===== config.mk =====
export PLATFORM = sky130hd
export DESIGN_NAME = smc_front
export DESIGN_NICKNAME = d
export VERILOG_FILES = /design/src/design/smc_pkg.sv /design/src/design/smc_front.sv
export SDC_FILE = /design/constraint.sdc
export NUM_CORES = 2
export LEC_CHECK = 0
export BUFFER_PORTS_ARGS = -buffer_cell sky130_fd_sc_hd__buf_2
export CAP_MARGIN = 20
export CORE_MARGIN = 5
export CORE_UTILIZATION = 25
export DETAILED_ROUTE_END_ITERATION = 16
export PLACE_DENSITY_LB_ADDON = 0.05
export SYNTH_ARGS = -nofsm -noshare
export SYNTH_HDL_FRONTEND = slang
export SYNTH_SLANG_ARGS = --single-unit

===== constraint.sdc =====
create_clock -name clock -period 7.4 [get_ports clock]
set_clock_uncertainty 0.1 [all_clocks]
set_input_delay 0.37 -clock clock [delete_from_list [all_inputs] [get_ports clock]]
set_output_delay 0.37 -clock clock [all_outputs]
set_load 0.005 [all_outputs]

===== src/design/smc_pkg.sv =====
`timescale 1ns / 1ps
`default_nettype none
package smc_pkg;

   localparam int FRAC_BITS_DEF   = 16;
   localparam int DATA_W          = 32;
   localparam int GAIN_W          = 31;
   localparam int LIMIT_RESET_INT = 100;
   localparam int QUEUE_DEPTH     = 4;
   localparam int CSR_ADDR_W      = 5;

   typedef enum logic [1:0] {
      LAW_CONSTANT,
      LAW_EXPONENTIAL,
      LAW_POWER,
      LAW_COMBINED
   } law_type;

   typedef enum logic [2:0] {
      REG_LAW,
      REG_SLOPE,
      REG_EPS,
      REG_GAIN,
      REG_PHI,
      REG_LIMIT
   } reg_type;

   typedef struct packed {
      law_type           law;
      logic [GAIN_W-1:0] slope;
      logic [GAIN_W-1:0] eps;
      logic [GAIN_W-1:0] gain;
      logic [GAIN_W-1:0] phi;
      logic [GAIN_W-1:0] limit;
   } cfg_type;

   typedef struct packed {
      logic signed [DATA_W-1:0] s;
      logic signed [DATA_W-1:0] ueq;
   } item_type;

endpackage
`default_nettype wire


===== src/design/smc_front.sv =====
`timescale 1ns / 1ps
`default_nettype none
module smc_front #(
   parameter int FRAC_BITS = smc_pkg::FRAC_BITS_DEF
) (
   input  wire                                clock,
   input  wire                                reset,
   input  wire                                req_valid,
   output logic                               req_ready,
   input  wire  signed [smc_pkg::DATA_W-1:0]  req_error,
   input  wire  signed [smc_pkg::DATA_W-1:0]  req_error_rate,
   input  wire  signed [smc_pkg::DATA_W-1:0]  req_equivalent_drive,
   input  wire         [smc_pkg::GAIN_W-1:0]  slope,
   output logic                               q_valid,
   input  wire                                q_ready,
   output smc_pkg::item_type                  q_item
);

   logic                 v1_ff, v2_ff;
   logic                 ready1, ready2;
   logic signed [63:0]   prod_ff;
   logic signed [31:0]   rate1_ff, ueq1_ff;
   logic signed [31:0]   s2_ff, ueq2_ff;
   logic signed [63:0]   sum_c;
   logic signed [31:0]   s_in;

   assign ready2    = !v2_ff || q_ready;
   assign ready1    = !v1_ff || ready2;
   assign req_ready = ready1;

   always_ff @(posedge clock) begin
      if (reset) begin
         v1_ff <= 1'b0;
      end else if (ready1) begin
         v1_ff <= req_valid;
      end
   end

   always_ff @(posedge clock) begin
      if (ready1 && req_valid) begin
         prod_ff  <= $signed({1'b0, slope}) * req_error;
         rate1_ff <= req_error_rate;
         ueq1_ff  <= req_equivalent_drive;
      end
   end

   always_comb begin
      sum_c = 64'(rate1_ff) + (prod_ff >>> FRAC_BITS);
      if (sum_c[63] && !(&sum_c[62:31])) begin
         s_in = 32'sh8000_0000;
      end else if (!sum_c[63] && (|sum_c[62:31])) begin
         s_in = 32'sh7FFF_FFFF;
      end else begin
         s_in = sum_c[31:0];
      end
   end

   always_ff @(posedge clock) begin
      if (reset) begin
         v2_ff <= 1'b0;
      end else if (ready2) begin
         v2_ff <= v1_ff;
      end
   end

   always_ff @(posedge clock) begin
      if (ready2 && v1_ff) begin
         s2_ff   <= s_in;
         ueq2_ff <= ueq1_ff;
      end
   end

   assign q_valid    = v2_ff;
   assign q_item.s   = s2_ff;
   assign q_item.ueq = ueq2_ff;

endmodule
`default_nettype wire


==> flow_metrics.tcl <==
set metrics [dict create \
    status "finished clean" \
    start_util_pct 25.1 \
    hold_violations 0 \
    dp_slack_ps -941 \
    antenna_found_initial 2 \
    chipHeight_um 413 \
    grt_pass1_vias 31773 \
    setup_tns_ps 0 \
    io_buffer_count 196 \
    grt_pass1_wl_um 211000 \
    use_met3_pct 1.62 \
    globalplace.congestion 0.787 \
    crit_fanout 11 \
    die_area_um2 171000 \
    cts_tree "done" \
    dr.pass1.iters 4 \
    hpwl_um 122000 \
    cp.depth 29 \
    wl_um 139000 \
    cp.arrival_ps 7480 \
    clk_pin_slew_worst_paths_ps 80 \
    path_common_cell "fa_1" \
    synthToLayoutAreaGrowth_pct 19.8 \
    gr-max-usage-layer "met1" \
    yosys-top-cells-count "fa_1, inv_1, and2_1" \
    ys_seq_area_share_pct 13.1 \
    drt_iter0_drc 1247 \
    vias_per_cell 4.23 \
    setup_viol 0 \
    required_ps 7510 \
    clockBufferDepth 2 \
    min_path_type "in2reg" \
    cts_root_buf "clkbuf_16" \
    period_share_pct 99.6 \
    rsz0062_at_grt "yes" \
    yosysTopAreaCellShare_pct 42.7 \
    synthDistinctLibCells 70 \
    min_period_ps 7370 \
    placed_cell_area_um2 46700 \
    fin_nets 5878 \
    slew_headroom_pct 36.6 \
    worstSetupEndpointType "flop" \
    grt_max_degree 68 \
    critPathLaunchType "primary input" \
    final_max_slew_viol_count 0 \
    ys_warn_count 0 \
    die_x_um 413 \
    syn_area_um2 40700 \
    fmax_ghz 0.136 \
    synthArstFlopShare_pct 0 \
    cts-buffers-inserted 17 \
    critical-path-max-stage-delay_ps 700 \
    synth-seq-cells 178 \
    use_met2_pct 25.3 \
    io_pins 197 \
    crit_slowest_cell "fa_1" \
    rows 148 \
    grt.total_usage_pct 16.5 \
    clock_latency_ps 450 \
    htree_levels 4 \
    vias 28438 \
    crit_buf_inv 9 \
    syn-instance-count 4123 \
    synth_largest_area_cell "fa_1" \
    yosysMostFrequentCell "fa_1" \
    holdPathStages 1 \
    ant_nets 0 \
    syn_nets 5462 \
    worst_slack_ps 26.5 \
    synthFlopType "edfxtp_1" \
    synthTopCellsByArea "fa_1, edfxtp_1, ha_1, and2_1, inv_1" \
    syn_area_per_cell_um2 9.87 \
    met1_usage_pct 25.6 \
    cts.sink_count 178 \
    final_layout_size_suffix_gt1_share_pct 16.2 \
    criticalPathCategory "in2reg" \
    cp_top_family "adder cells" \
    synth_edf_count 176 \
    fin_area_um2 48700 \
    drc 0 \
    reg2reg_depth 12 \
    worst_slew_pin_slew_ps 940 \
    core_um2 162000 \
    wire_per_inst_um 20.6 \
    fin_util_pct 30.0 \
    grt_overflow 0 \
    maxCapViolCount 0 \
]
-- path summary, 6_finish.rpt --
kind / startpoint / endpoint / slack, ps
max: slope[13] / prod_ff[61]$_DFFE_PP_ / 30
min: req_error_rate[31] / rate1_ff[31]$_DFFE_PP_ / 30
max reg2reg: rate1_ff[31]$_DFFE_PP_ / s2_ff[28]$_SDFFCE_PP0P_ / 2460
min reg2reg: ueq1_ff[26]$_DFFE_PP_ / ueq2_ff[26]$_DFFE_PP_ / 320
-- per-stage QoR --
stage / hold slack, ps / cells
after floorplan: 300 / 4123
after global placement: 300 / 6625
after detailed placement: 305 / 6625
after CTS: 7.40 / 6709
after global routing: 1.58 / 6727
final: 33.9 / 6728
-- cell families after synthesis --
family          after synthesis  synth area share (%)
compound gates              337                  5.67
xor+xnor                     84                  1.81
fa+ha+maj                  1208                  53.2
buf+inv                    1071                  9.99
flops                       178                  13.1
mux                           1                0.0246
simple gates               1244                  16.3
-- sequential cells by signal (all words and copies together) (netlist names) --
signal    count
prod_ff      48
rate1_ff     32
s2_ff        32
ueq1_ff      32
ueq2_ff      32
q_valid       1
v1_ff         1
-- placed cells by master, fill, tap and decap left out, types with 37 or more instances in the layout --
| master | instances |
|---|---|
| buf_12 | 48 |
| a21oi_1 | 90 |
| o21ai_0 | 43 |
| xnor2_1 | 47 |
| and2_1 | 595 |
| edfxtp_1 | 176 |
| dlygate4sd3_1 | 49 |
| ha_1 | 330 |
| nand2_1 | 411 |
| a21o_1 | 48 |
| a21oi_2 | 37 |
| nor2_1 | 64 |
| xor2_1 | 37 |
| inv_1 | 837 |
| buf_2 | 159 |
| fa_1 | 839 |
| buf_4 | 325 |
-- layout make-up --
cell class                      instances  area, um^2
Clock buffer                           17         425
Inverter                              848        3180
Fill cell                           17189      113000
Clock inverter                         15         196
Multi-Input combinational cell       2874       31700
Sequential cell                       178        5330
Antenna cell                            1        2.50
Timing Repair Buffer                  620        5170
Tap cell                             2175        2720
-- metal layers --
layer / share of wire [%] / routed length (um)
met5: 0 / 0
met4: 0.97 / 1350
met3: 3.1 / 4250
met2: 43 / 59700
met1: 53 / 73500
-- repair_timing --
action	CTS	global route
buffers inserted	10	15
hold buffers	47	2
pin swaps	75	42
endpoints found under the setup margin	24	22
gates resized for setup	125	65
gates cloned	0	1
endpoints found under the hold margin	48	2
Power is not shown: default switching activity piles up to over one toggle a cycle in this logic, so the estimate is an artifact.
