[src/design/smc_pkg.sv]
`timescale 1ns / 1ps
`default_nettype none
package smc_pkg;

   localparam int FRAC_BITS_DEF   = 16;
   localparam int DATA_W          = 32;
   localparam int GAIN_W          = 31;
   localparam int LIMIT_RESET_INT = 100;
   localparam int QUEUE_DEPTH     = 4;
   localparam int CSR_ADDR_W      = 5;

   typedef enum logic [1:0] {
      LAW_CONSTANT,
      LAW_EXPONENTIAL,
      LAW_POWER,
      LAW_COMBINED
   } law_type;

   typedef enum logic [2:0] {
      REG_LAW,
      REG_SLOPE,
      REG_EPS,
      REG_GAIN,
      REG_PHI,
      REG_LIMIT
   } reg_type;

   typedef struct packed {
      law_type           law;
      logic [GAIN_W-1:0] slope;
      logic [GAIN_W-1:0] eps;
      logic [GAIN_W-1:0] gain;
      logic [GAIN_W-1:0] phi;
      logic [GAIN_W-1:0] limit;
   } cfg_type;

   typedef struct packed {
      logic signed [DATA_W-1:0] s;
      logic signed [DATA_W-1:0] ueq;
   } item_type;

endpackage
`default_nettype wire

[src/design/smc_queue.sv]
`timescale 1ns / 1ps
`default_nettype none
module smc_queue (
   input  wire                clock,
   input  wire                reset,
   input  wire                push_valid,
   output logic               push_ready,
   input  smc_pkg::item_type  push_item,
   output logic               pop_valid,
   input  wire                pop_ready,
   output smc_pkg::item_type  pop_item
);

   localparam int DEPTH = smc_pkg::QUEUE_DEPTH;
   localparam int PW    = $clog2(DEPTH);
   localparam int CW    = $clog2(DEPTH + 1);

   smc_pkg::item_type mem_ff [DEPTH];
   logic [PW-1:0]     wr_ptr_ff, rd_ptr_ff;
   logic [CW-1:0]     count_ff;
   logic              push, pop;

   assign push_ready = (count_ff != CW'(DEPTH));
   assign pop_valid  = (count_ff != '0);
   assign push       = push_valid && push_ready;
   assign pop        = pop_valid && pop_ready;
   assign pop_item   = mem_ff[rd_ptr_ff];

   always_ff @(posedge clock) begin
      if (push) begin
         mem_ff[wr_ptr_ff] <= push_item;
      end
   end

   always_ff @(posedge clock) begin
      if (reset) begin
         wr_ptr_ff <= '0;
         rd_ptr_ff <= '0;
         count_ff  <= '0;
      end else begin
         if (push) begin
            wr_ptr_ff <= wr_ptr_ff + PW'(1);
         end
         if (pop) begin
            rd_ptr_ff <= rd_ptr_ff + PW'(1);
         end
         if (push && !pop) begin
            count_ff <= count_ff + CW'(1);
         end else if (pop && !push) begin
            count_ff <= count_ff - CW'(1);
         end
      end
   end

endmodule
`default_nettype wire

[config.mk]
export PLATFORM = sky130hd
export DESIGN_NAME = smc_queue
export DESIGN_NICKNAME = d
export VERILOG_FILES = /design/src/design/smc_pkg.sv /design/src/design/smc_queue.sv
export SDC_FILE = /design/constraint.sdc
export NUM_CORES = 1
export LEC_CHECK = 0
export BUFFER_PORTS_ARGS = -buffer_cell sky130_fd_sc_hd__buf_2
export CAP_MARGIN = 20
export CORE_ASPECT_RATIO = 1.5
export CORE_MARGIN = 2
export CORE_UTILIZATION = 50
export DETAILED_ROUTE_END_ITERATION = 10
export PLACE_DENSITY = 0.78
export SETUP_SLACK_MARGIN = 0.3
export SLEW_MARGIN = 30
export SYNTH_ARGS = -nofsm -noshare
export SYNTH_HDL_FRONTEND = slang
export SYNTH_SLANG_ARGS = --single-unit
[constraint.sdc]
create_clock -name clock -period 3.8 [get_ports clock]
set_clock_uncertainty 0.15 [all_clocks]
set_input_delay 1.14 -clock clock [delete_from_list [all_inputs] [get_ports clock]]
set_output_delay 1.14 -clock clock [all_outputs]
set_load 0.05 [all_outputs]
==> flow_summary.json <==
{
  "htreeDepth": 1,
  "hp-class": "flip-flop to flip-flop",
  "yosysSeqAreaShare_pct": 80.5,
  "rsz0062_at_grt": "false",
  "portBuffers": 133,
  "syn_area_sq_mm": 0.00978,
  "final_cells": 810,
  "dieArea_sq_mm": 0.0207,
  "ctsLongestPathBuffers": 3,
  "clkTransAtPathRegs_ps": 60,
  "finalCriticalPeriod_ps": 3380,
  "r2r-start": "count_ff[0]",
  "antenna_found_initial": 4,
  "status": "finished, final reports clean",
  "overflow": 0,
  "path_class": "flip-flop to output pin",
  "cts_inserted_buffers": 23,
  "die_y_um": 175,
  "syn_area_per_cell_sq_um": 25.6,
  "worstSetupStartpointType": "flip-flop",
  "nNetsFinal": 612,
  "hold_depth": 2,
  "regArea_sq_mm": 0.00788,
  "p_leak_nw": 3.88,
  "synthCells": 382,
  "cp.arrival_ps": 2090,
  "hold_viol": 0,
  "routed_wl_um": 17400,
  "r2r_end": "count_ff[2]",
  "io_pins": 134,
  "maxCapViolations": 0,
  "holdWs_ps": 380,
  "grt_pass1_vias": 4814,
  "yosysWarnings": 0,
  "vdd.ir_drop.worst_mv": 0.468,
  "grt_start_max_net_pins": 40,
  "grt_pass1_wl_um": 26400,
  "synth_fp_nets": 456,
  "fillers": 1353,
  "drc": 0,
  "max_freq_mhz": 296,
  "power_density_mw_per_mm2": 757,
  "worst_pin_slew_ps": 574,
  "die_w_um": 118,
  "first_iter_violations": 247,
  "dp_cells": 764,
  "hold_end": "rd_ptr_ff[0]",
  "cts_tree": "yes",
  "reg2reg_depth": 8,
  "start_util_pct": 51.0,
  "core-area_sq_mm": 0.0192,
  "synth_seq_cells": 265,
  "final-max-slew-violation-count": 0,
  "gp_congestion": 0.727,
  "multiInputGateArea_sq_mm": 0.00174,
  "via_count": 4371,
  "cts.sinks": 265,
  "clockRootBuffer": "clkbuf_16",
  "drive_above_1_share_pct": 44.4,
  "gr-usage-all-layers_pct": 16.7,
  "wire_per_inst_um": 21.5,
  "cp.required_ps": 2510,
  "clk_latency_ps": 500,
  "finalSetupViolations": 0,
  "yosysUniqueCellTypes": 25,
  "crit_fanout": 37,
  "finalSetupTns_ps": 0,
  "dp_hpwl_um": 10700,
  "cts_hold_buf": 0,
  "end_kind": "output pin",
  "reg2reg_slack_ps": 1350,
  "areaGrowthSynthToFinish_pct": 18.0,
  "rows": 62,
  "timing.slew.headroom_pct": 61.7,
  "via_per_inst": 5.40,
  "fin_crit_sh_pct": 88.9,
  "hp-start": "rd_ptr_ff[0]",
  "final_antenna_net_count": 0,
  "first_pass_iters": 4
}
[cell usage after synthesis]
library cell	n	area (sq um)
a21boi_2	1	11.3
a21oi_1	1	5.00
and2_1	4	25.0
buf_12	6	120
buf_2	6	30.0
buf_6	1	11.3
clkbuf_1	1	3.75
clkbuf_2	1	5.00
dfxtp_1	9	180
edfxtp_1	256	7690
fa_1	1	20.0
ha_1	5	62.6
inv_1	3	11.3
mux2_2	1	11.3
mux2i_1	2	20.0
mux4_1	4	105
mux4_2	60	1350
nand2_1	1	3.75
nand2b_1	2	12.5
nor2_1	8	30.0
o21ai_0	1	5.00
o311ai_0	1	8.76
o31ai_1	1	7.51
or3_1	2	12.5
xor2_1	4	35.0
[flip-flops by register name, summed over array words and instances (netlist names), named ones only]
| name | cells |
|---|---|
| count_ff | 3 |
| mem_ff | 256 |
| wr_ptr_ff | 2 |
| rd_ptr_ff | 2 |
[worst max-delay path, stage by stage (launching register included)]
cell and delay, ps:
dfxtp_4 720, buf_12 290, mux4_2 340, buf_2 230
[cells by family (layout without fill, tap and decap cells)]
kind of cell,after synthesis,in the layout,synth area share (%)
other,0,2,0
xor gates and xnor gates,4,4,0.358
adders and majority gates,6,6,0.845
buffers and inverters,18,188,1.86
and+or+nand+nor,17,17,0.857
AOI/OAI and AO/OA,5,5,0.384
DFF,265,265,80.5
muxes,67,67,15.2
[layout make-up]
class	count	area share, %
inverter	3	0.0976
antenna	2	0.0434
clock buffer	27	5.12
timing repair buffer	146	7.70
multi-input combinational	99	15.1
clock inverter	12	0.944
tap	256	2.78
sequential	265	68.3
[repair_timing]
item,4_1_cts,5_1_grt
resized for setup,1,0
endpoints found under the setup margin,7,41
cloned,0,1
buffers inserted,0,4
[routing by layer]
| layer | track usage, % | part of all wire (%) | vias to the layer above |
|---|---|---|---|
| li1 | - | - | 1947 |
| met1 | 19.3 | 36 | 2266 |
| met2 | 30.8 | 55 | 118 |
| met3 | 2.95 | 5.0 | 38 |
| met4 | 6.58 | 3.2 | 2 |
| met5 | 0 | 0.080 | - |
[stage by stage]
stage / instance area [sq um] / worst slack, ps / power [mW] / utilization, %
2_1_floorplan: 9780 / 960 / 6.00 / -
3_3_place_gp: 10700 / 808 / 6.50 / 56.1
3_5_place_dp: 10700 / 717 / 6.57 / 56.1
4_1_cts: 11500 / 285 / 8.75 / 59.8
5_1_grt: 11500 / 308 / 9.07 / 60.2
6_report: 11500 / 423 / 8.74 / 60.2
[worst max-delay path by stage]
stage,to,slack [ps],from,cells after the start
final,pop_item[27],420,flip-flop,3
after CTS,pop_item[59],280,flip-flop,3
after global placement,count_ff[2],810,push_valid,8
after detailed placement,count_ff[2],720,push_valid,8
after floorplan,mem_ff[0][0],960,push_valid,2
after global routing,pop_item[49],310,flip-flop,3
[power breakdown]
part | internal [mW] | total, mW | switching (mW)
clock | 1.24 | 2.18 | 0.934
sequential | 3.55 | 3.68 | 0.127
combinational | 0.946 | 2.89 | 1.94
[placed cells by master, fill, tap and decap left out, types with 2 or more instances in the layout]
cell type  instances
inv_1              3
bufinv_16          2
diode_2            2
mux2i_1            2
nor2_1             8
and2_4             4
nand2b_1           2
clkinv_1           4
buf_2            133
dfxtp_1            7
clkbuf_16         24
buf_12             7
clkinv_2           5
ha_1               5
dfxtp_4            2
xor2_1             4
mux4_2            60
or3_1              2
clkbuf_1           4
buf_4              4
mux4_1             4
edfxtp_1         256
(Power assumes the default switching activity.)
